==> src/design/slts_pkg.sv <==
package slts_pkg;

    localparam int OP_W     = 3;
    localparam int SLOT_W   = 11;
    localparam int ESLOT_W  = 15;
    localparam int ROW_W    = 10;
    localparam int DATA_W   = 32;
    localparam int ROWCNT_W = 11;
    localparam int PROD_W   = 2 * DATA_W;

    localparam int QUEUE_DEPTH = 4;
    localparam int QPTR_W      = 2;

    // operation codes of the input item
    localparam logic [OP_W-1:0] OP_COL_START = 3'd0;
    localparam logic [OP_W-1:0] OP_ENTRY     = 3'd1;
    localparam logic [OP_W-1:0] OP_INV_DIAG  = 3'd2;
    localparam logic [OP_W-1:0] OP_PERM      = 3'd3;
    localparam logic [OP_W-1:0] OP_RHS       = 3'd4;
    localparam logic [OP_W-1:0] OP_READ      = 3'd5;

    typedef enum logic [2:0] {
        K_COL_START,
        K_ENTRY,
        K_INV_DIAG,
        K_PERM,
        K_RHS,
        K_READ
    } t_kind;

    typedef struct packed {
        logic [OP_W-1:0]           operation;
        logic [SLOT_W-1:0]         slot;
        logic [ESLOT_W-1:0]        entry_slot;
        logic [ROW_W-1:0]          row_index;
        logic signed [DATA_W-1:0]  value;
        logic                      start_req;
    } t_in_item;

    typedef struct packed {
        logic [ROW_W-1:0]          solution_index;
        logic signed [DATA_W-1:0]  solution;
        logic                      saturated;
    } t_out_item;

    // classified command passed from front to back
    typedef struct packed {
        t_kind                     kind;
        logic [SLOT_W-1:0]         slot;
        logic [ESLOT_W-1:0]        entry_slot;
        logic [ROW_W-1:0]          row_index;
        logic signed [DATA_W-1:0]  value;
        logic                      start;
        logic                      in_range;
    } t_cmd;

    typedef enum logic [4:0] {
        S_IDLE,
        S_RHS,
        S_RD_P,
        S_RD_W,
        S_F_COL,
        S_F_HDR,
        S_F_ENT,
        S_F_CHK,
        S_F_UPD,
        S_S_RD,
        S_S_MUL,
        S_S_WR,
        S_B_COL,
        S_B_HDR,
        S_B_ENT,
        S_B_CHK,
        S_B_MUL,
        S_B_UPD
    } t_state;

endpackage

==> src/design/slts_queue.sv <==
module slts_queue (
    input  logic           i_clk,
    input  logic           i_rst_n,
    input  logic           i_push_valid,
    output logic           o_push_ready,
    input  slts_pkg::t_cmd i_push_data,
    output logic           o_pop_valid,
    input  logic           i_pop_ready,
    output slts_pkg::t_cmd o_pop_data
);

    slts_pkg::t_cmd                r_mem [slts_pkg::QUEUE_DEPTH];
    logic [slts_pkg::QPTR_W-1:0]   r_wr_ptr;
    logic [slts_pkg::QPTR_W-1:0]   r_rd_ptr;
    logic [slts_pkg::QPTR_W:0]     r_count;
    logic                          push;
    logic                          pop;

    assign o_push_ready = r_count != (slts_pkg::QPTR_W + 1)'(slts_pkg::QUEUE_DEPTH);
    assign o_pop_valid  = r_count != '0;
    assign o_pop_data   = r_mem[r_rd_ptr];
    assign push         = i_push_valid && o_push_ready;
    assign pop          = o_pop_valid && i_pop_ready;

    always_ff @(posedge i_clk) begin
        if (!i_rst_n) begin
            r_wr_ptr <= '0;
            r_rd_ptr <= '0;
            r_count  <= '0;
        end else begin
            if (push) begin
                r_wr_ptr <= r_wr_ptr + 1'b1;
            end
            if (pop) begin
                r_rd_ptr <= r_rd_ptr + 1'b1;
            end
            if (push && !pop) begin
                r_count <= r_count + 1'b1;
            end else if (pop && !push) begin
                r_count <= r_count - 1'b1;
            end
        end
    end

    always_ff @(posedge i_clk) begin
        if (push) begin
            r_mem[r_wr_ptr] <= i_push_data;
        end
    end

endmodule

==> config.mk <==
export PLATFORM = sky130hd
export DESIGN_NAME = slts_queue
export DESIGN_NICKNAME = d
export VERILOG_FILES = /design/src/design/slts_pkg.sv /design/src/design/slts_queue.sv
export SDC_FILE = /design/constraint.sdc
export NUM_CORES = 1
export LEC_CHECK = 0
export BUFFER_PORTS_ARGS = -buffer_cell sky130_fd_sc_hd__buf_4
export CAP_MARGIN = 20
export CORE_UTILIZATION = 50
export CTS_BUF_LIST = sky130_fd_sc_hd__clkbuf_4
export DETAILED_ROUTE_END_ITERATION = 7
export PLACE_DENSITY_LB_ADDON = 0.05
export SKIP_LAST_GASP = 1
export SLEW_MARGIN = 15
export SYNTH_ARGS = -nofsm -noshare
export SYNTH_HDL_FRONTEND = slang
export SYNTH_SLANG_ARGS = --single-unit
==> constraint.sdc <==
create_clock -name i_clk -period 4.1 [get_ports i_clk]
set_clock_uncertainty 0.05 [all_clocks]
set_input_delay 0.82 -clock i_clk [delete_from_list [all_inputs] [get_ports i_clk]]
set_output_delay 0.82 -clock i_clk [all_outputs]
set_load 0.02 [all_outputs]
==> results.json, run 1 <==
{
  "final_util": 0.617,
  "cts_tree": "yes",
  "dieWidth_um": 151,
  "dieArea_mm2": 0.0228,
  "cts_made_buffers": 76,
  "status": "complete, no violations",
  "path_clk_slew_ns": 0.06,
  "via_count": 5168,
  "wl_per_cell_um": 20.1,
  "cp-start-kind": "register",
  "clock_latency_ns": 0.63,
  "cp_slowest_cell": "dfxtp_4",
  "grt_max_degree": 47,
  "grt_overflow_total": 0,
  "netlist_area_mm2": 0.0111,
  "first_pass_iters": 4,
  "path_max_fanout": 21,
  "arrival_ns": 2.39,
  "die_h_um": 151,
  "core_area_mm2": 0.0218,
  "grt_antenna_before_repair": 1,
  "p_total_uw": 8510,
  "critPathMostFrequentCell": "buf_4",
  "period_minus_slack_ns": 3.26,
  "reg2reg_depth": 8,
  "ys_seq_area_frac": 0.807,
  "yosysTopAreaCellShare": 0.791,
  "max-vdd-ir-drop_mv": 0.312,
  "cts_sinks": 301,
  "hold_buffers": 0,
  "setup_slack_ns": 0.835,
  "crit_path_cell_trace": "buf_4 > mux4_2 > buf_4",
  "synth.most_common_cell": "edfxtp_1",
  "synthTopCellsByCount": "292 x edfxtp_1, 72 x mux4_2, 9 x dfxtp_1",
  "start_util": 0.510,
  "cp.required_ns": 3.23,
  "synth-main-ff-cell": "edfxtp_1",
  "r2r_end": "r_count[2]",
  "setup_viol": 0,
  "viasPerCell": 5.25,
  "min_period_over_period": 0.796,
  "synth_edf_count": 292,
  "p_leak_uw": 0.00461,
  "hold_path_class": "in -> reg",
  "synthCells": 429,
  "globalplace.congestion": 0.714,
  "row_count": 54,
  "critPathKind": "reg -> out",
  "worst_slew_pin_slew_ns": 0.655,
  "drv_slew": 0,
  "synth.net_count": 512,
  "route.detailed.drc": 0,
  "placement.io_buffers": 151,
  "first_global_vias": 5497,
  "ys_seq_elements": 301,
  "cap_violations": 0,
  "synth_area_per_cell_um2": 25.8,
  "ctsResizeCount": 0,
  "synthArstFlopShare": 0,
  "crit_end": "o_pop_data[11]",
  "gr-usage-all-layers": 0.179,
  "nets": 733,
  "final_hold_viol_count": 0,
  "r2r-start": "r_count[0]",
  "slowest_delay_ns": 0.61,
  "hpwlAfterDp_mm": 11.6,
  "io-pin-count": 152,
  "clockRootBuffer": "clkbuf_4",
  "wl_mm": 19.8,
  "rsz0062_at_grt": "false",
  "cts-htree-levels": 3,
  "ys.warnings.count": 0,
  "pwr_density_cell_mw_per_mm2": 634,
  "cp-end-kind": "primary output",
  "ys_types": 25,
  "max_freq_ghz": 0.306,
  "rrSetupSlack_ns": 1.68,
  "drive_above_1_share": 0.504,
  "syn_to_final_growth_pct": 21.0,
  "clockBufferDepth": 3,
  "grt_pass1_wl_mm": 29.6,
  "place_ws_ns": 1.39,
  "holdWs_ns": 0.308,
  "antenna_left": 0,
  "max_slew_margin": 0.563,
  "ys_top_cells_by_area": "edfxtp_1 79%, mux4_2 15%, dfxtp_1 1.6%",
  "synth_area_leader_cell": "edfxtp_1",
  "setup_tns_ns": 0,
  "post-cts-setup-buffers": 0,
  "initialDrtViolationCount": 246
}
-- sequential cells by signal, indices dropped and copies added (netlist names), named ones only --
signal    flops
r_mem       292
r_count       3
r_wr_ptr      2
r_rd_ptr      2
-- power breakdown --
| part | internal (µW) | total [µW] | switching [µW] |
|---|---|---|---|
| registers | 3740 | 3900 | 165 |
| clock network | 1200 | 2310 | 1110 |
| logic | 1120 | 2310 | 1180 |
-- metrics by stage --
| step | instance area [µm²] | cells |
|---|---|---|
| 2_1_floorplan | 11100 | 429 |
| 3_5_place_dp | 12500 | 852 |
| 3_3_place_gp | 12500 | 852 |
| 5_1_grt | 13400 | 984 |
| 4_1_cts | 13400 | 983 |
| 6_report | 13400 | 984 |
-- cells by family after synthesis --
group | after synthesis | synth area share
mux | 76 | 0.151
flops | 301 | 0.807
xor+xnor | 4 | 0.00316
compound gates | 5 | 0.00406
buf+inv | 20 | 0.0186
fa+ha+maj | 6 | 0.00745
simple gates | 17 | 0.00824
-- how the worst min path moves through the flow --
stage / startpoint / endpoint / slack, ns / cells past startpoint
after floorplan: r_wr_ptr[1] / r_wr_ptr[1] / 0.42 / 2
after global placement: r_wr_ptr[1] / r_wr_ptr[1] / 0.43 / 2
after detailed placement: r_wr_ptr[1] / r_wr_ptr[1] / 0.45 / 2
after CTS: i_push_data[39] / r_mem[2][39] / 0.24 / 1
after global routing: i_push_data[60] / r_mem[1][60] / 0.26 / 1
final: i_push_data[39] / r_mem[2][39] / 0.31 / 1
-- critical path: cells and delay by family, from the launching register on --
kind | cells | cell delay (ns)
buffers and inverters | 2 | 0.56
multiplexers | 1 | 0.56
flip-flops | 1 | 0.61
-- per-layer routing --
layer / track usage / up-vias / part of all wire
li1: - / 2330 / -
met1: 0.226 / 2655 / 0.40
met5: 0 / - / 0
met3: 0.0575 / 23 / 0.069
met4: 0.0770 / 0 / 0.015
met2: 0.286 / 160 / 0.52
-- area by class of cell --
type                    instances  area, µm²
inverters                       3       11.3
multi-input cells             108       1940
clock inverters                24       91.3
clock buffers                 107        803
fillers                      1619       8340
diodes                          1       2.50
flip-flops and latches        301       8960
repair buffers                160       1260
well taps                     280        350
-- placed cells by master, fill, tap and decap left out, drive strengths merged, types with 3 or more instances in the layout --
master and count:
edfxtp 292, xnor2 3, mux2i 3, nand2 5
dfxtp 9, inv 9, clkbuf 107, clkinv 18
and2 8, ha 5, buf 160, mux4 73
Power figures use the tool's default switching activity.
==> inputs of run 2 (changes only) <==
clock period = 3.19 ns   (was 4.1 ns; I/O delays follow)
==> results.json, run 2 (synthesized netlist as in run 1, its figures left out) <==
{
  "status": "complete, no violations",
  "rsz0062_at_grt": "false",
  "row_count": 54,
  "grt_max_degree": 36,
  "cts_tree": "yes",
  "max_freq_ghz": 0.343,
  "largest_reg_flops": 292,
  "core_area_mm2": 0.0218,
  "clockRootBuffer": "clkbuf_4",
  "pwr_density_cell_mw_per_mm2": 815,
  "worst_slew_pin_slew_ns": 0.571,
  "drv_slew": 0,
  "max-vdd-ir-drop_mv": 0.425,
  "cts-htree-levels": 3,
  "hold_buffers": 0,
  "first_pass_iters": 4,
  "drive_above_1_share": 0.520,
  "crit_path_cell_trace": "buf_12 > mux4_1 > buf_4",
  "cp-start-kind": "register",
  "start_util": 0.510,
  "via_count": 5180,
  "viasPerCell": 5.29,
  "antenna_left": 0,
  "clock_latency_ns": 0.63,
  "cp_top_family": "flip-flops",
  "layout_common_cells": "292 x edfxtp_1, 156 x buf_4, 114 x clkbuf_4, 72 x mux4_2, 9 x buf_12",
  "place_inst": 857,
  "dieWidth_um": 151,
  "wl_mm": 19.8,
  "syn_to_final_growth_pct": 21.8,
  "nets": 739,
  "grt_busiest_layer": "met2",
  "max_slew_margin": 0.619,
  "timing.critical_path.buf_inv": 2,
  "path_max_fanout": 19,
  "critPathKind": "reg -> out",
  "cts_sinks": 301,
  "use_met1": 0.224,
  "cp_slowest_cell": "dfxtp_4",
  "setup_tns_ns": 0,
  "hold_path_class": "in -> reg",
  "hpwlAfterDp_mm": 11.9,
  "cap_violations": 0,
  "die_h_um": 151,
  "first_global_vias": 5664,
  "post-cts-setup-buffers": 0,
  "ctsResizeCount": 0,
  "min_period_over_period": 0.915,
  "use_met3": 0.0642,
  "stdcell_area_mm2": 0.0135,
  "path_clk_slew_ns": 0.06,
  "setup_viol": 0,
  "grt_overflow_total": 0,
  "slowest_delay_ns": 0.61,
  "p_leak_uw": 0.00465,
  "regMostFlops": "r_mem",
  "met2_usage": 0.294,
  "cp-end-kind": "primary output",
  "grt_pass1_wl_mm": 29.8,
  "cts_made_buffers": 77,
  "dieArea_mm2": 0.0228,
  "globalplace.congestion": 0.686,
  "fin_cells": 979,
  "clockBufferDepth": 3,
  "placed_cell_area_mm2": 0.0126,
  "io-pin-count": 152,
  "gr-usage-all-layers": 0.182,
  "period_minus_slack_ns": 2.92,
  "grt_antenna_before_repair": 1,
  "placement.io_buffers": 151,
  "cp.required_ns": 2.50,
  "route.detailed.drc": 0,
  "arrival_ns": 2.23,
  "final_hold_viol_count": 0,
  "initialDrtViolationCount": 301,
  "final_common_cell": "edfxtp_1",
  "biggestRegsByFlops": "r_mem: 292 flops, r_count: 3 flops",
  "wl_per_cell_um": 20.2
}
==> run 2: worst register-to-register path, cell delays in order, from the launching register on <==
cell      delay [ns]
dfxtp_1         0.48
nor2_1          0.11
a21boi_2        0.37
ha_1            0.26
inv_1           0.06
fa_1            0.38
xor2_1          0.18
or3_1           0.32
a21boi_0        0.16
==> run 2: stage by stage <==
| step | power (µW) | setup slack (ns) | utilization | hold WS, ns |
|---|---|---|---|---|
| after global placement | 8140 | 0.760 | 0.580 | 0.426 |
| after global routing | 11600 | 0.0787 | 0.621 | 0.0613 |
| after CTS | 11200 | 0.156 | 0.620 | 0.0736 |
| final | 11000 | 0.270 | 0.621 | 0.136 |
| after detailed placement | 8200 | 0.596 | 0.580 | 0.463 |
| after floorplan | 7090 | 0.0341 | - | 0.418 |
==> run 2: routing by layer <==
layer	vias up	routed length, µm
met5	-	0
met4	0	250
met3	18	1470
met2	174	10100
met1	2659	7940
li1	2329	-
==> run 2: path summary, 6_finish.rpt <==
path	end	slack, ns	cells after the start	start
max	o_pop_data[68]	0.27	3	register
min	r_mem[3][18]	0.14	1	i_push_data[18]
max reg2reg	r_count[2]	0.73	8	r_count[0]
min reg2reg	r_wr_ptr[0]	0.46	2	r_wr_ptr[0]
==> run 2: area by class of cell <==
| class | instances | area (µm²) |
|---|---|---|
| inverters | 3 | 11.3 |
| well taps | 280 | 350 |
| clock buffers | 114 | 856 |
| fillers | 1592 | 8260 |
| multi-input cells | 108 | 1940 |
| clock inverters | 7 | 31.3 |
| repair buffers | 165 | 1350 |
| flip-flops and latches | 301 | 8960 |
| diodes | 1 | 2.50 |
==> run 2: power breakdown <==
part	switching, µW	internal (µW)
sequential	208	4800
clock	1360	1610
combinational	1530	1500
total	3100	7910
