===== config.mk =====
export PLATFORM = sky130hd
export DESIGN_NAME = slts_front
export DESIGN_NICKNAME = d
export VERILOG_FILES = /design/src/design/slts_pkg.sv /design/src/design/slts_front.sv
export SDC_FILE = /design/constraint.sdc
export NUM_CORES = 1
export LEC_CHECK = 0
export CAP_MARGIN = 20
export CORE_ASPECT_RATIO = 0.9
export CORE_MARGIN = 2
export CORE_UTILIZATION = 60
export CTS_BUF_LIST = sky130_fd_sc_hd__clkbuf_4 sky130_fd_sc_hd__clkbuf_8 sky130_fd_sc_hd__clkbuf_16
export DETAILED_ROUTE_END_ITERATION = 10
export DONT_BUFFER_PORTS = 1
export PLACE_DENSITY = 0.76
export SLEW_MARGIN = 20
export SYNTH_ARGS = -nofsm -noshare
export SYNTH_HDL_FRONTEND = slang
export SYNTH_SLANG_ARGS = --single-unit
export TNS_END_PERCENT = 100

===== constraint.sdc =====
create_clock -name i_clk -period 3.2 [get_ports i_clk]
set_input_delay 0.32 -clock i_clk [delete_from_list [all_inputs] [get_ports i_clk]]
set_output_delay 0.32 -clock i_clk [all_outputs]
set_load 0.02 [all_outputs]

===== src/design/slts_pkg.sv =====
package slts_pkg;

    localparam int OP_W     = 3;
    localparam int SLOT_W   = 11;
    localparam int ESLOT_W  = 15;
    localparam int ROW_W    = 10;
    localparam int DATA_W   = 32;
    localparam int ROWCNT_W = 11;
    localparam int PROD_W   = 2 * DATA_W;

    localparam int QUEUE_DEPTH = 4;
    localparam int QPTR_W      = 2;

    // operation codes of the input item
    localparam logic [OP_W-1:0] OP_COL_START = 3'd0;
    localparam logic [OP_W-1:0] OP_ENTRY     = 3'd1;
    localparam logic [OP_W-1:0] OP_INV_DIAG  = 3'd2;
    localparam logic [OP_W-1:0] OP_PERM      = 3'd3;
    localparam logic [OP_W-1:0] OP_RHS       = 3'd4;
    localparam logic [OP_W-1:0] OP_READ      = 3'd5;

    typedef enum logic [2:0] {
        K_COL_START,
        K_ENTRY,
        K_INV_DIAG,
        K_PERM,
        K_RHS,
        K_READ
    } t_kind;

    typedef struct packed {
        logic [OP_W-1:0]           operation;
        logic [SLOT_W-1:0]         slot;
        logic [ESLOT_W-1:0]        entry_slot;
        logic [ROW_W-1:0]          row_index;
        logic signed [DATA_W-1:0]  value;
        logic                      start_req;
    } t_in_item;

    typedef struct packed {
        logic [ROW_W-1:0]          solution_index;
        logic signed [DATA_W-1:0]  solution;
        logic                      saturated;
    } t_out_item;

    // classified command passed from front to back
    typedef struct packed {
        t_kind                     kind;
        logic [SLOT_W-1:0]         slot;
        logic [ESLOT_W-1:0]        entry_slot;
        logic [ROW_W-1:0]          row_index;
        logic signed [DATA_W-1:0]  value;
        logic                      start;
        logic                      in_range;
    } t_cmd;

    typedef enum logic [4:0] {
        S_IDLE,
        S_RHS,
        S_RD_P,
        S_RD_W,
        S_F_COL,
        S_F_HDR,
        S_F_ENT,
        S_F_CHK,
        S_F_UPD,
        S_S_RD,
        S_S_MUL,
        S_S_WR,
        S_B_COL,
        S_B_HDR,
        S_B_ENT,
        S_B_CHK,
        S_B_MUL,
        S_B_UPD
    } t_state;

endpackage


===== src/design/slts_front.sv =====
module slts_front #(
    parameter int MAX_ROWS    = 1024,
    parameter int MAX_ENTRIES = 16384
) (
    input  logic               i_clk,
    input  logic               i_rst_n,
    input  logic               i_in_valid,
    output logic               o_in_ready,
    input  slts_pkg::t_in_item i_in_data,
    output logic               o_cmd_valid,
    input  logic               i_cmd_ready,
    output slts_pkg::t_cmd     o_cmd
);

    logic           r_valid;
    slts_pkg::t_cmd r_cmd;
    slts_pkg::t_cmd cmd;
    logic           keep;
    logic           rows_ok;
    logic           cols_ok;
    logic           ent_ok;
    logic           accept;

    assign rows_ok = 32'(i_in_data.slot) < 32'(MAX_ROWS);
    assign cols_ok = 32'(i_in_data.slot) <= 32'(MAX_ROWS);
    assign ent_ok  = 32'(i_in_data.entry_slot) < 32'(MAX_ENTRIES);

    // decode and range check, out-of-range writes and unused codes are dropped here
    always_comb begin
        cmd.kind       = slts_pkg::K_READ;
        cmd.slot       = i_in_data.slot;
        cmd.entry_slot = i_in_data.entry_slot;
        cmd.row_index  = i_in_data.row_index;
        cmd.value      = i_in_data.value;
        cmd.start      = i_in_data.start_req;
        cmd.in_range   = rows_ok;
        keep           = 1'b0;
        case (i_in_data.operation)
            slts_pkg::OP_COL_START: begin
                cmd.kind = slts_pkg::K_COL_START;
                keep     = cols_ok;
            end
            slts_pkg::OP_ENTRY: begin
                cmd.kind = slts_pkg::K_ENTRY;
                keep     = ent_ok;
            end
            slts_pkg::OP_INV_DIAG: begin
                cmd.kind = slts_pkg::K_INV_DIAG;
                keep     = rows_ok;
            end
            slts_pkg::OP_PERM: begin
                cmd.kind = slts_pkg::K_PERM;
                keep     = rows_ok;
            end
            slts_pkg::OP_RHS: begin
                cmd.kind = slts_pkg::K_RHS;
                keep     = rows_ok || i_in_data.start_req;
            end
            slts_pkg::OP_READ: begin
                cmd.kind = slts_pkg::K_READ;
                keep     = rows_ok;
            end
            default: begin
                keep = 1'b0;
            end
        endcase
    end

    assign o_in_ready  = !r_valid || i_cmd_ready;
    assign accept      = i_in_valid && o_in_ready;
    assign o_cmd_valid = r_valid;
    assign o_cmd       = r_cmd;

    always_ff @(posedge i_clk) begin
        if (!i_rst_n) begin
            r_valid <= 1'b0;
        end else if (accept) begin
            r_valid <= keep;
        end else if (i_cmd_ready) begin
            r_valid <= 1'b0;
        end
    end

    always_ff @(posedge i_clk) begin
        if (accept) begin
            r_cmd <= cmd;
        end
    end

endmodule


==> results of run 1 <==
worst max-delay path: cells and delay by family, from the launching register on:
| kind | cells | cell delay [ps] |
|---|---|---|
| buffers and inverters | 1 | 320 |
| DFF | 1 | 380 |
| and+or+nand+nor | 2 | 840 |
worst paths after layout:
path                                     from           to  slack [ps]  cells past startpoint
worst max-delay path              o_cmd_valid    o_cmd[58]        1310                      3
worst min-delay path            i_in_data[39]    o_cmd[40]          90                      0
worst max register to register    o_cmd_valid    o_cmd[58]        1310                      3
worst min register to register    o_cmd_valid  o_cmd_valid         910                      3
metrics by stage:
stage	setup WS, ps	instance area [sq um]	cells
after floorplan	375	2330	96
after CTS	1300	2610	158
after detailed placement	1320	2410	142
after global routing	1190	2610	158
after global placement	1370	2410	142
final	1310	2610	158
layout make-up:
type                            instances  share of cell area (%)
Clock buffer                            9                    4.74
Clock inverter                          7                    3.21
Inverter                                2                   0.287
Multi-Input combinational cell         19                    4.16
Sequential cell                        74                    84.6
Tap cell                               46                    2.20
Timing Repair Buffer                    1                   0.766
cells in the final DEF, fill, tap and decap left out, types with 2 or more instances in the layout:
cell / instances
clkinv_1: 3
nor4_1: 2
nand2_1: 4
bufinv_16: 2
nor2_1: 3
inv_1: 2
edfxtp_1: 73
nand2b_1: 2
clkbuf_8: 9
sequential cells by signal, summed over array words and instances, names as in the netlist:
signal,cells
o_cmd,73
o_cmd_valid,1
kinds of logic after synthesis:
kind of cell / after synthesis / share of synthesized area, %
buf+inv: 3 / 0.483
simple gates: 14 / 2.95
flops: 74 / 94.9
compound gates: 5 / 1.66
report_power, final:
part,switching (mW),leakage [nW],total [mW],internal [mW]
clock,0.302,0.102,0.731,0.429
combinational,0.0247,0.0717,0.0329,0.00814
sequential,0.0918,0.720,1.23,1.14
per-layer routing:
| layer | up-vias | GRT usage [%] |
|---|---|---|
| met1 | 434 | 20.6 |
| li1 | 402 | - |
| met5 | - | 0 |
| met2 | 94 | 29.4 |
| met4 | 0 | 11.1 |
| met3 | 11 | 12.2 |
==> impl_summary.md, run 1 <==
Synth
The number of distinct library cells after synthesis is 16. Sorting the synthesized cells by how often they occur yields edfxtp_1 (73), nand2_1 (4), nor2_1 (3). Counting flops with an async set or reset pin after synthesis yields a share of 0%. The number of warning messages in the yosys log is 0.

Counting flops with a built-in enable in the synthesized netlist gives 73. The post-synthesis net count is 172. The largest total area in the synthesized netlist belongs to edfxtp_1. The top cell type by area accounts for 94.0% of the synthesized area. The number of standard cells after synthesis is 96. The flip-flop and latch count after synthesis is 74.

In the synthesized netlist the dominant register cell turns out to be edfxtp_1. Ranked by total cell area, the synthesized netlist is headed by edfxtp_1 (94%), dfxtp_1 (0.86%), nand2_1 (0.64%). In this run the cell area of the synthesized design comes to 0.00233 sq mm.

The share of the Yosys chip area taken by registers is 94.9%. The synthesized area divided by synthesized cell count is 24.3 sq um. The most used standard cell by instance count after synthesis is edfxtp_1.

Routing
The post-detailed-route DRC marker count is 0. The detailed-route wire length on metal 1 is 1340 microns. Dividing the detail-routed via count by the number of cells gives 5.96.

After detailed routing, the total wire length is 4100 microns. The uppermost layer routed is met4. After detailed routing, the average wire length per cell comes to 25.9 microns.

In the detailed route, the total length drawn on met2 is 2130 microns. The routed length on met3 is 537 microns. In this run, the number of DRC markers left after iteration 0 of detailed routing was 82. The total number of vias is 941. The number of nets with antenna violations after routing is 0. The first TritonRoute pass finished after 5 iterations.

Place
The wire-length estimate of the detail-placed layout is 3080 microns. In this run the tool buffered the top-level ports with 0 buffer cells. The last weighted congestion value of the routability-driven placer is 0.681.

Layout
Relative to the synthesized area, the layout overhead comes to 12.1%. The number of antenna diodes in the final layout is 0. Of the cells placed in the final design, the portion with a size suffix greater than 1 is 13.4%. The number of filler instances in the final layout is 230. The multi-input combinational cells in the finished layout cover a total of 109 sq um. The sequential cells in the finished layout cover a total of 0.00221 sq mm. Cells fill 70.1% of the core in the end.

The number of nets in the layout is 183.

CTS
In this run, CTS created clock tree buffers numbering 9. The largest buffer count on any clock path is 2. The H-tree depth is 3. The clock tree root buffer cell is clkbuf_8.

The post-cts resize count is 0. Clock latency on the worst-skew pair, taken at its later pin, is 320 ps. The clock net sink count is 74. TritonCTS built the clock tree.

Buffers inserted to repair hold after CTS numbered 0. The clock-pin slew reported for the worst setup and hold paths after clock tree synthesis is 70 ps. Buffers added to address setup during post-CTS repair amount to 0.

Floorplanning
The x dimension of the die is 69.7 microns. The floorplan has 21 rows. The starting density of the core is 62.5%. The height of the die is 63.1 microns. In this run the count of I/O pins placed on the die edge is 151.

The overall die area is 0.00440 sq mm. The area of the core is 0.00373 sq mm.

Min path
The path type of the worst min-delay path is in2reg.

Timing
The hold violation count in the final report is 0. Setup violations remaining at the end of the flow were counted as 0. For the final database, setup skew stands at 2.18 ps. The worst path uses 59.0% of the clock period. The maximum operating frequency is 0.530 GHz.

The max-slew violation count is 0. The time the worst path needs with I/O delays and setup is 1890 ps. The final setup TNS is 0 ps. The worst slew margin relative to its limit is 63.1%. Setup repair after global routing left no endpoint under its margin. On the final layout, the worst hold slack is 85.2 ps. At the pin with the least slew margin, the transition time is 553 ps.

GRT
The first global-routing pass estimated 5760 microns of wire. Global routing used 19.3% of the available tracks across all layers. The number of global-route vias before repair was 952. Entering global routing, the biggest net connects 51 pins. The total congestion overflow after global routing is 0.

The initial antenna violation count is 0.

Setup path
The kind of launch point of the worst setup path is a flip-flop. The slowest stage of the critical path is the and2_2 cell. At the worst endpoint, the arrival time is 1900 ps. The sort of element at the end of the critical path is a flip-flop. Data on the critical path is required at its endpoint by 3210 ps.

The critical path goes through nand2b_1 > and2_2 > buf_12. Along the worst path, the maximum fanout reaches 50. For this run, the slowest stage of the critical path takes 570 ps. The critical path in this run is classified as reg2reg.

Run
The count of max-cap constraint violations is 0.

Power and ir drop
The analysis attributes to cell leakage a power of 0.894 nW. The power density relative to cell area is 763 mW/mm^2. IR analysis of the VDD net gives a maximum drop of 549 uV. The design draws 1.99 mW.

Outcome
The run finished with clean final reports.
Power figures use the tool's default switching activity.
==> inputs of run 2 (changes only) <==
--- a/config.mk
+++ b/config.mk
@@ -8,11 +8,11 @@
 export CAP_MARGIN = 20
 export CORE_ASPECT_RATIO = 0.9
 export CORE_MARGIN = 2
-export CORE_UTILIZATION = 60
+export CORE_UTILIZATION = 54
 export CTS_BUF_LIST = sky130_fd_sc_hd__clkbuf_4 sky130_fd_sc_hd__clkbuf_8 sky130_fd_sc_hd__clkbuf_16
 export DETAILED_ROUTE_END_ITERATION = 10
 export DONT_BUFFER_PORTS = 1
-export PLACE_DENSITY = 0.76
+export PLACE_DENSITY = 0.72
 export SLEW_MARGIN = 20
 export SYNTH_ARGS = -nofsm -noshare
 export SYNTH_HDL_FRONTEND = slang
==> constraint.sdc (replaced) <==
create_clock -name i_clk -period 1.52 [get_ports i_clk]
set_input_delay 0.152 -clock i_clk [delete_from_list [all_inputs] [get_ports i_clk]]
set_output_delay 0.152 -clock i_clk [all_outputs]
set_load 0.02 [all_outputs]
==> impl_summary.md, run 2 (synthesis results as in run 1) <==
Timing
The part of the cycle the worst path needs is 82.2% (+23 points). The max-slew violation count is 0 (unchanged). Setup repair after global routing left no endpoint under its margin. The actual slew at the worst max-slew pin is 354 ps (-199 ps).

The hold violation count in the final report is 0 (unchanged). The minimum hold slack is 45.5 ps (-39.7 ps). The final setup TNS was 0 ps (unchanged).

The maximum operating frequency is 0.800 GHz (+51%). The time the worst path needs with I/O delays and setup was 1250 ps (-638 ps). The total of endpoints with negative setup slack in the final report was 0 (unchanged). The worst clock skew was 8.42 ps (+6.24 ps). The worst slew margin relative to its limit was 76.2% (+13 points).

Place
The total of buffers placed on input and output ports was 0 (unchanged). The cell count after placement is 145 (+2.1%). The sum of net half-perimeters after detailed placement was 2920 microns (-5.1%). The last weighted congestion value of the routability-driven placer is 0.661 (-3.0%).

Floorplanning
The area of the core is 0.00410 sq mm (+9.9%). The overall die area is 0.00486 sq mm (+10%). The starting density of the core is 56.8% (-5.6 points). The height of the die was 66.3 microns (+5.1%).

The number of ports placed on the die boundary came to 151 (unchanged). The count of standard-cell rows came to 22 (+4.8%). The x dimension of the die is 73.3 microns (+5.1%).

Layout
The area used by sequential logic in the layout is 0.00221 sq mm (about the same). Leaving out fill and tap cells, the most frequent cells in the layout are edfxtp_1 (73), dlygate4sd3_1 (72), clkbuf_8 (9). The library cell used most frequently in the layout, excluding fill and tap cells, is edfxtp_1.

The flip-flop count of the largest register, all copies and words added is 73 (unchanged). The footprint of the multi-input gates was 118 sq um (+8.0%). The fraction of layout instances using a drive strength above 1 was 11.4% (-2.0 points).

The count of placed standard cells in the final layout, fillers left out came to 233 (+47%). The antenna diode count was 0 (unchanged). From synthesis to final layout, the design area changed by 43.9%. The number of filler instances in the final layout is 200 (-13%). The end-of-flow core utilization is 81.8% (+12 points). The number of nets in the layout is 256 (+40%).

Routing
The first-pass detailed-route iteration total is 4 (-1). The total number of vias was 1236 (+31%). The average detailed-routed wire length per instance is 22.3 microns (-14%). The via count normalized by instance count is 5.30 (-11%). The number of nets with antenna violations after routing is 0 (unchanged). The total wire length is 5190 microns (+27%). The post-detailed-route DRC marker count is 0 (unchanged). The iteration-0 DRC count of the detailed router is 91 (+11%).

CTS
The tree is rooted in a clkbuf_8. The largest buffer count on any clock path is 2 (unchanged). The later-pin clock latency in the skew report is 320 ps (about the same). The TritonCTS buffer count is 9 (unchanged). The clock net sink count is 74 (unchanged).

TritonCTS built the clock tree. The buffers inserted during post-CTS setup optimization is 0 (unchanged). The clock-pin slew reported for the worst setup and hold paths after clock tree synthesis came to 70 ps (about the same).

The H-tree depth is 3 (unchanged).

Setup path
The biggest fanout along the worst timing path is 39 (-22%). The data arrival at the endpoint of the critical path is 1260 ps (-640 ps). The kind of launch point of the worst setup path is a flip-flop. The sort of element at the end of the critical path is a flip-flop.

The critical register-to-register path startpoint is o_cmd_valid. The data required time at the worst endpoint came to 1530 ps (-1680 ps). The flop-to-flop setup slack is 270 ps (-1040 ps). The critical path in this run is classified as reg2reg. The number of cell instances on the worst register-to-register path is 3 (unchanged). The reg-to-reg critical path endpoint is o_cmd[10].

Min path
The startpoint identified for the worst hold timing path is i_in_data[70]. The number of stages on the worst hold path is 2 (+2). The worst hold path terminates at o_cmd[70]. The tightest min-delay check is of the in2reg type.

Outcome
The run finished with clean final reports.

GRT
The wire length of the first global-routing pass is 6960 microns (+21%). The initial antenna violation count is 0 (unchanged). The largest net degree at the start of global routing is 40 (-22%).

The total global routing track utilization came to 21.1% (+1.7 points). The total congestion overflow after global routing was 0 (unchanged). The number of global-route vias before repair came to 1293 (+36%).

Power and ir drop
The worst vdd rail ir drop came to 734 uV (+34%). The leakage dissipation is 1.21 nW (+36%). The power density relative to cell area is 1280 mW/mm^2 (+68%). The power consumption was 4.29 mW (+120%).

Run
The count of max-cap constraint violations is 0 (unchanged).
==> run 2: cell count changes in the layout (fill, tap and decap cells not counted), sizes merged <==
cell / before / now
bufinv: 2 / 1
clkinvlp: 1 / 0
clkinv: 4 / 2
buf: 1 / 2
clkbuf: 9 / 13
dlygate4sd3: 0 / 72
==> run 2: area by class of cell <==
cell class	count	area share, %
clock buffers	13	4.59
well taps	48	1.79
repair buffers	74	22.7
clock inverters	3	1.19
flip-flops and latches	74	66.0
multi-input cells	19	3.51
inverters	2	0.224
==> run 2: what timing repair did <==
item                      4_1_cts  5_1_grt
hold buffers                   72        0
hold endpoints to repair       74        0
resized for setup               0        0
==> run 2: worst max-delay path by stage <==
stage | start | to | slack [ps]
after floorplan | o_cmd_valid | o_cmd[0] | 50
after global placement | o_cmd_valid | o_cmd[26] | 330
final | o_cmd_valid | o_cmd[10] | 270
after CTS | o_cmd_valid | o_cmd[27] | 290
after detailed placement | o_cmd_valid | o_cmd[32] | 300
after global routing | o_cmd_valid | o_cmd[13] | 230
==> run 2: where the power goes <==
part	total [mW]	switching (mW)	leakage (nW)	internal, mW
Combinational	0.237	0.0885	0.389	0.149
Clock	1.46	0.633	0.105	0.828
Sequential	2.59	0.198	0.721	2.39
==> run 2: worst max-delay path: stages (launching register included) <==
cell,delay [ps]
dfxtp_2,370
nand2b_4,140
and2_4,190
buf_12,220
==> run 2: stage by stage <==
stage	area [sq um]	setup slack (ps)
after floorplan	2340	50.6
after global placement	2440	326
after detailed placement	2440	298
after CTS	3350	289
after global routing	3350	233
final	3350	270
==> run 2: routing by layer <==
metal  routed length [microns]  global-route usage [%]  up-vias
met5                         0                       0        -
met4                        69                    9.95        0
met3                       512                    7.77        7
met2                      2860                    38.9       89
met1                      1750                    20.5      592
li1                          -                       -      548
==> inputs of run 3 (changes only) <==
--- a/config.mk
+++ b/config.mk
@@ -5,14 +5,15 @@
 export SDC_FILE = /design/constraint.sdc
 export NUM_CORES = 1
 export LEC_CHECK = 0
+export ABC_AREA = 1
 export CAP_MARGIN = 20
 export CORE_ASPECT_RATIO = 0.9
 export CORE_MARGIN = 2
-export CORE_UTILIZATION = 54
+export CORE_UTILIZATION = 60
 export CTS_BUF_LIST = sky130_fd_sc_hd__clkbuf_4 sky130_fd_sc_hd__clkbuf_8 sky130_fd_sc_hd__clkbuf_16
 export DETAILED_ROUTE_END_ITERATION = 10
 export DONT_BUFFER_PORTS = 1
-export PLACE_DENSITY = 0.72
+export PLACE_DENSITY = 0.76
 export SLEW_MARGIN = 20
 export SYNTH_ARGS = -nofsm -noshare
 export SYNTH_HDL_FRONTEND = slang
==> constraint.sdc (replaced) <==
create_clock -name i_clk -period 1.2 [get_ports i_clk]
set_input_delay 0.12 -clock i_clk [delete_from_list [all_inputs] [get_ports i_clk]]
set_output_delay 0.12 -clock i_clk [all_outputs]
set_load 0.02 [all_outputs]
==> impl_summary.md, run 3 <==
Synth
The number of distinct library cells after synthesis is 14 (-2). The most area-hungry cell type in the Yosys netlist is edfxtp_1. The synthesized area divided by synthesized cell count is 22.0 sq um (-9.3%). The number of warning messages in the yosys log came to 0 (unchanged).

The portion of the post-synthesis area used by sequential elements is 93.1% (-1.8 points). The number of synthesized flops with an enable pin came to 73 (unchanged). The fraction of synthesis flops using an asynchronous set or reset pin is 0% (unchanged). The most common flop cell mapped by yosys is edfxtp_1. By area the synthesized netlist is led by edfxtp_1 (92%), nand2_1 (1.6%), nor2_1 (1.1%).

The area of the mapped netlist was 0.00238 sq mm (+2.0%). The share of the synthesized area in the top cell type is 92.2% (-1.8 points). The number of standard cells after synthesis was 108 (+13%). The post-synthesis net count was 184 (+7.0%). In the synthesized netlist, the cells that appear most often are edfxtp_1 (73), nand2_1 (10), nor2_1 (7). The flip-flop and latch count after synthesis was 74 (unchanged).

In the post-synthesis netlist, the cell with the most instances is edfxtp_1.

Place
The total placed instance area is 0.00247 sq mm (+1.5%). The worst setup slack before clock tree synthesis was 73.4 ps (-225 ps). The sum of net half-perimeters after detailed placement is 3330 microns (+14%). The total of buffers placed on input and output ports is 0 (unchanged). The cell count after placement is 155 (+6.9%). The last weighted congestion value of the routability-driven placer came to 0.689 (+4.2%).

GRT
Summed over all layers, the global routing overflow is 11. Entering global routing, the biggest net connects 39 pins. Global routing consumed, over all layers together, 78.1% of the routing resources. The initial antenna violation count is 2.

CTS
The post-cts resize count was 0 (unchanged). The root buffer cell chosen for the clock tree is clkbuf_8. The clock net sink count was 74 (unchanged). The H-tree depth was 3 (unchanged).

The buffers inserted during post-CTS setup optimization is 0 (unchanged). The TritonCTS buffer count is 9 (unchanged). The total of hold buffers inserted after clock tree synthesis is 73 (+1.4%). The largest buffer count on any clock path is 2 (unchanged).

Outcome
The step where the flow halted is global routing (5_1_grt). The tool reported: "[ERROR GRT-0232] Routing congestion too high. Check the congestion heatmap in the GUI". The flow did not finish.

Floorplanning
The x dimension of the die is 70.4 microns (-4.0%). The count of standard-cell rows is 21 (-4.5%). The height of the die was 63.7 microns (-3.9%). The starting density of the core came to 63.3% (+6.4 points). The number of ports placed on the die boundary is 151 (unchanged).

Timing
The global-route repair_timing pass left the worst setup endpoint at o_cmd[27]$_DFFE_PP_/DE. The worst endpoint type is a register data pin.
[run 3: metrics by stage]
step,utilization [%],hold slack [ps]
after CTS,92.0,29.5
after detailed placement,65.9,219
after global placement,65.9,219
after floorplan,-,219
[run 3: kinds of logic after synthesis]
group / Yosys count / synth area share, %
and+or+nand+nor: 21 / 3.63
buffers and inverters: 7 / 1.11
AOI/OAI and AO/OA: 6 / 2.21
DFF: 74 / 93.1
[run 3: routing by layer]
metal  overflow  global-route usage [%]
met1          0                    77.6
met2          2                    86.4
met3          0                    73.8
met4          9                    77.4
met5          0                    32.1
==> inputs of run 4 (changes only) <==
--- a/config.mk
+++ b/config.mk
@@ -7,13 +7,11 @@
 export LEC_CHECK = 0
 export ABC_AREA = 1
 export CAP_MARGIN = 20
-export CORE_ASPECT_RATIO = 0.9
 export CORE_MARGIN = 2
-export CORE_UTILIZATION = 60
-export CTS_BUF_LIST = sky130_fd_sc_hd__clkbuf_4 sky130_fd_sc_hd__clkbuf_8 sky130_fd_sc_hd__clkbuf_16
+export CORE_UTILIZATION = 40
 export DETAILED_ROUTE_END_ITERATION = 10
 export DONT_BUFFER_PORTS = 1
-export PLACE_DENSITY = 0.76
+export PLACE_DENSITY_LB_ADDON = 0.15
 export SLEW_MARGIN = 20
 export SYNTH_ARGS = -nofsm -noshare
 export SYNTH_HDL_FRONTEND = slang
==> impl_summary.md, run 4 <==
Outcome
The run finished with clean final reports.

Timing
For the finished layout, the period the worst path requires is 1120 ps. Across the routed clock network, the largest skew measured is 9.56 ps. The actual slew at the worst max-slew pin is 241 ps.

Setup repair after global routing left no endpoint under its margin. The max-slew violation count came to 0. For this run, the top clock speed supported by timing is 0.892 GHz.

Dividing the final minimum period by the clock period gives 93.5%. Across all setup checks in the final design, the least slack found is 78.4 ps. The hold violation count in the final report is 0. The final setup TNS is 0 ps. The total of endpoints with negative setup slack in the final report is 0. The worst pin sits at a relative slew slack of 83.9%.

CTS
The TritonCTS buffer count is 9 (unchanged). The clock-pin slew reported for the worst setup and hold paths after clock tree synthesis is 70 ps. The H-tree depth came to 3 (unchanged).

At the later pin of the worst-skew pair, clock insertion delay measures 340 ps. The tree is rooted in a clkbuf_8. The clock net sink count is 74 (unchanged).

The largest buffer count on any clock path is 2 (unchanged). The clock tree from TritonCTS is done.

Routing
In the final routed layout, each cell accounts on average for 18.6 microns. The via count normalized by instance count is 4.63. For this run, design rule violations remaining after detail routing come to 0. The total wire length is 5100 microns. The routed layout has 1268 vias.

The iteration-0 DRC count of the detailed router is 82. The count of nets left with antenna violations once routing finished came out at 0. The first-pass detailed-route iteration total is 4.

Synth
The number of distinct library cells after synthesis is 14 (unchanged). The number of warning messages in the yosys log is 0 (unchanged). The post-synthesis net count is 184 (unchanged). The number of standard cells after synthesis is 108 (unchanged). The number of synthesized flops with an enable pin is 73 (unchanged).

The synthesized area divided by synthesized cell count is 22.0 sq um (unchanged). The most common flop cell mapped by yosys is edfxtp_1. The share of the synthesized area in the top cell type was 92.2% (unchanged).

By area the synthesized netlist is led by edfxtp_1 (92%), nand2_1 (1.6%), nor2_1 (1.1%). The fraction of synthesis flops using an asynchronous set or reset pin is 0% (unchanged). In the post-synthesis netlist, the cell with the most instances is edfxtp_1.

The flip-flop and latch count after synthesis came to 74 (unchanged). Sorting the synthesized cells by how often they occur yields edfxtp_1 (73), nand2_1 (10), nor2_1 (7). The portion of the post-synthesis area used by sequential elements was 93.1% (unchanged). The area of the mapped netlist was 0.00238 sq mm (unchanged). The most area-hungry cell type in the Yosys netlist is edfxtp_1.

Setup path
The class of the most critical setup path is reg2reg. The data arrival at the endpoint of the critical path is 1140 ps. For this run, the slowest stage of the critical path takes 360 ps. The worst setup path is captured at a flip-flop. The slowest stage of the critical path is the dfxtp_4 cell.

Traced cell by cell, the critical path runs through a21boi_4 > buf_12. STA classifies the critical path startpoint as a flip-flop. For the worst setup path, the data required time is 1220 ps.

Of all nets on the critical path, the largest fanout is 37.

Power and ir drop
The sequential share of power is 56.0%. Combinational cells account for 5.6% of the total power. The analysis attributes to net switching a power of 1.27 mW.

The leakage dissipation is 1.26 nW. VDD sags by at most 726 uV. The internal power consumption is 4.62 mW.

The power density relative to cell area is 1690 mW/mm^2. Of the total power, the share spent switching nets is 21.5%. The clock power share is 38.4%.

Place
The worst setup slack before clock tree synthesis was 98.2 ps (+24.8 ps). The last weighted congestion value of the routability-driven placer is 0.710 (+3.2%). The sum of net half-perimeters after detailed placement is 3290 microns (-1.1%).

The total of buffers placed on input and output ports is 0 (unchanged).

GRT
The wire length of the first global-routing pass is 6840 microns. The initial antenna violation count came to 0. For this run, global-route usage on met3 was measured as 5.89%. The number of global-route vias before repair is 1305. For this run, the total global-route usage over all layers was measured as 14.9%.

The total congestion overflow after global routing is 0. The most utilized layer in the global route result is met2. The largest net degree at the start of global routing is 38.

The met2 track utilization from global routing is 25.9%. For this run, global-route usage on met1 was measured as 15.3%.

Layout
The end-of-flow core utilization is 60.1%. Leaving out fill and tap cells, the most frequent cells in the layout are dlygate4sd3_1 (73), edfxtp_1 (73), nand2_1 (9), clkbuf_8 (9), nor2_1 (7). The fraction of layout instances using a drive strength above 1 is 12.6%.

The area growth from synthesis to final layout is 46.9%. The flip-flop count of the largest register, all copies and words added is 73. The antenna diode count is 0. The number of nets in the layout is 270.

Floorplanning
The x dimension of the die is 81.1 microns (+15%). The count of standard-cell rows came to 28 (+33%). The number of ports placed on the die boundary was 151 (unchanged). The starting density of the core is 40.9% (-22 points). The height of the die was 81.1 microns (+27%). The area of the core is 0.00582 sq mm. The overall die area is 0.00658 sq mm.

Run
Max-cap violations in this run came to 0.

Min path
The worst hold path belongs to the class in2reg.
run 4: cell counts after synthesis:
Identical to the previous run, type by type.
run 4: path summary, 6_finish.rpt:
check | cells past startpoint | slack (ps) | from | to
min reg2reg | 3 | 750 | o_cmd_valid | o_cmd_valid
max | 2 | 80 | o_cmd_valid | o_cmd[20]
min | 2 | 70 | i_in_data[71] | o_cmd[70]
max reg2reg | 2 | 80 | o_cmd_valid | o_cmd[20]
run 4: worst max-delay path, delay by kind of cell (launching register included):
family | cells | cell delay, ps
buffers and inverters | 1 | 250
DFF | 1 | 360
AOI/OAI and AO/OA | 1 | 200
run 4: kinds of logic after synthesis:
logic type             synth area share [%]
and+or+nand+nor                        3.63
AOI/OAI and AO/OA                      2.21
buffers and inverters                  1.11
DFF                                    93.1
run 4: per-layer routing:
layer / share of wire, % / vias up
met5: 0 / -
met2: 56 / 74
met4: 1.2 / 0
met1: 34 / 608
li1: - / 580
met3: 8.0 / 6
run 4: per-stage QoR:
step	power, mW	hold WS (ps)	area, sq um	cells
2_1_floorplan	3.42	219	2380	108
3_3_place_gp	3.48	219	2520	185
3_5_place_dp	3.49	219	2520	185
4_1_cts	5.97	32.3	3490	274
5_1_grt	6.11	63.9	3490	274
6_report	5.89	66.4	3490	274
run 4: final cells by class:
class,instances,area [sq um]
fill,452,2320
clock buffer,9,124
multi-input combinational,27,141
timing repair buffer,76,778
tap,75,93.8
clock inverter,7,118
inverter,6,22.5
sequential,74,2220
run 4: what timing repair did:
action | in CTS | in global routing
endpoints found under the hold margin | 74 | 0
setup buffers | 0 | 0
setup endpoints to repair | 0 | 1
resized for setup | 0 | 1
hold buffers | 73 | 0
run 4: power by group through the flow:
stage	clock, mW	sequential, mW	combinational (mW)
2_1_floorplan	0	3.33	0.0836
3_3_place_gp	0	3.35	0.127
3_5_place_dp	0	3.36	0.135
4_1_cts	2.34	3.30	0.332
5_1_grt	2.44	3.31	0.358
6_report	2.26	3.30	0.331
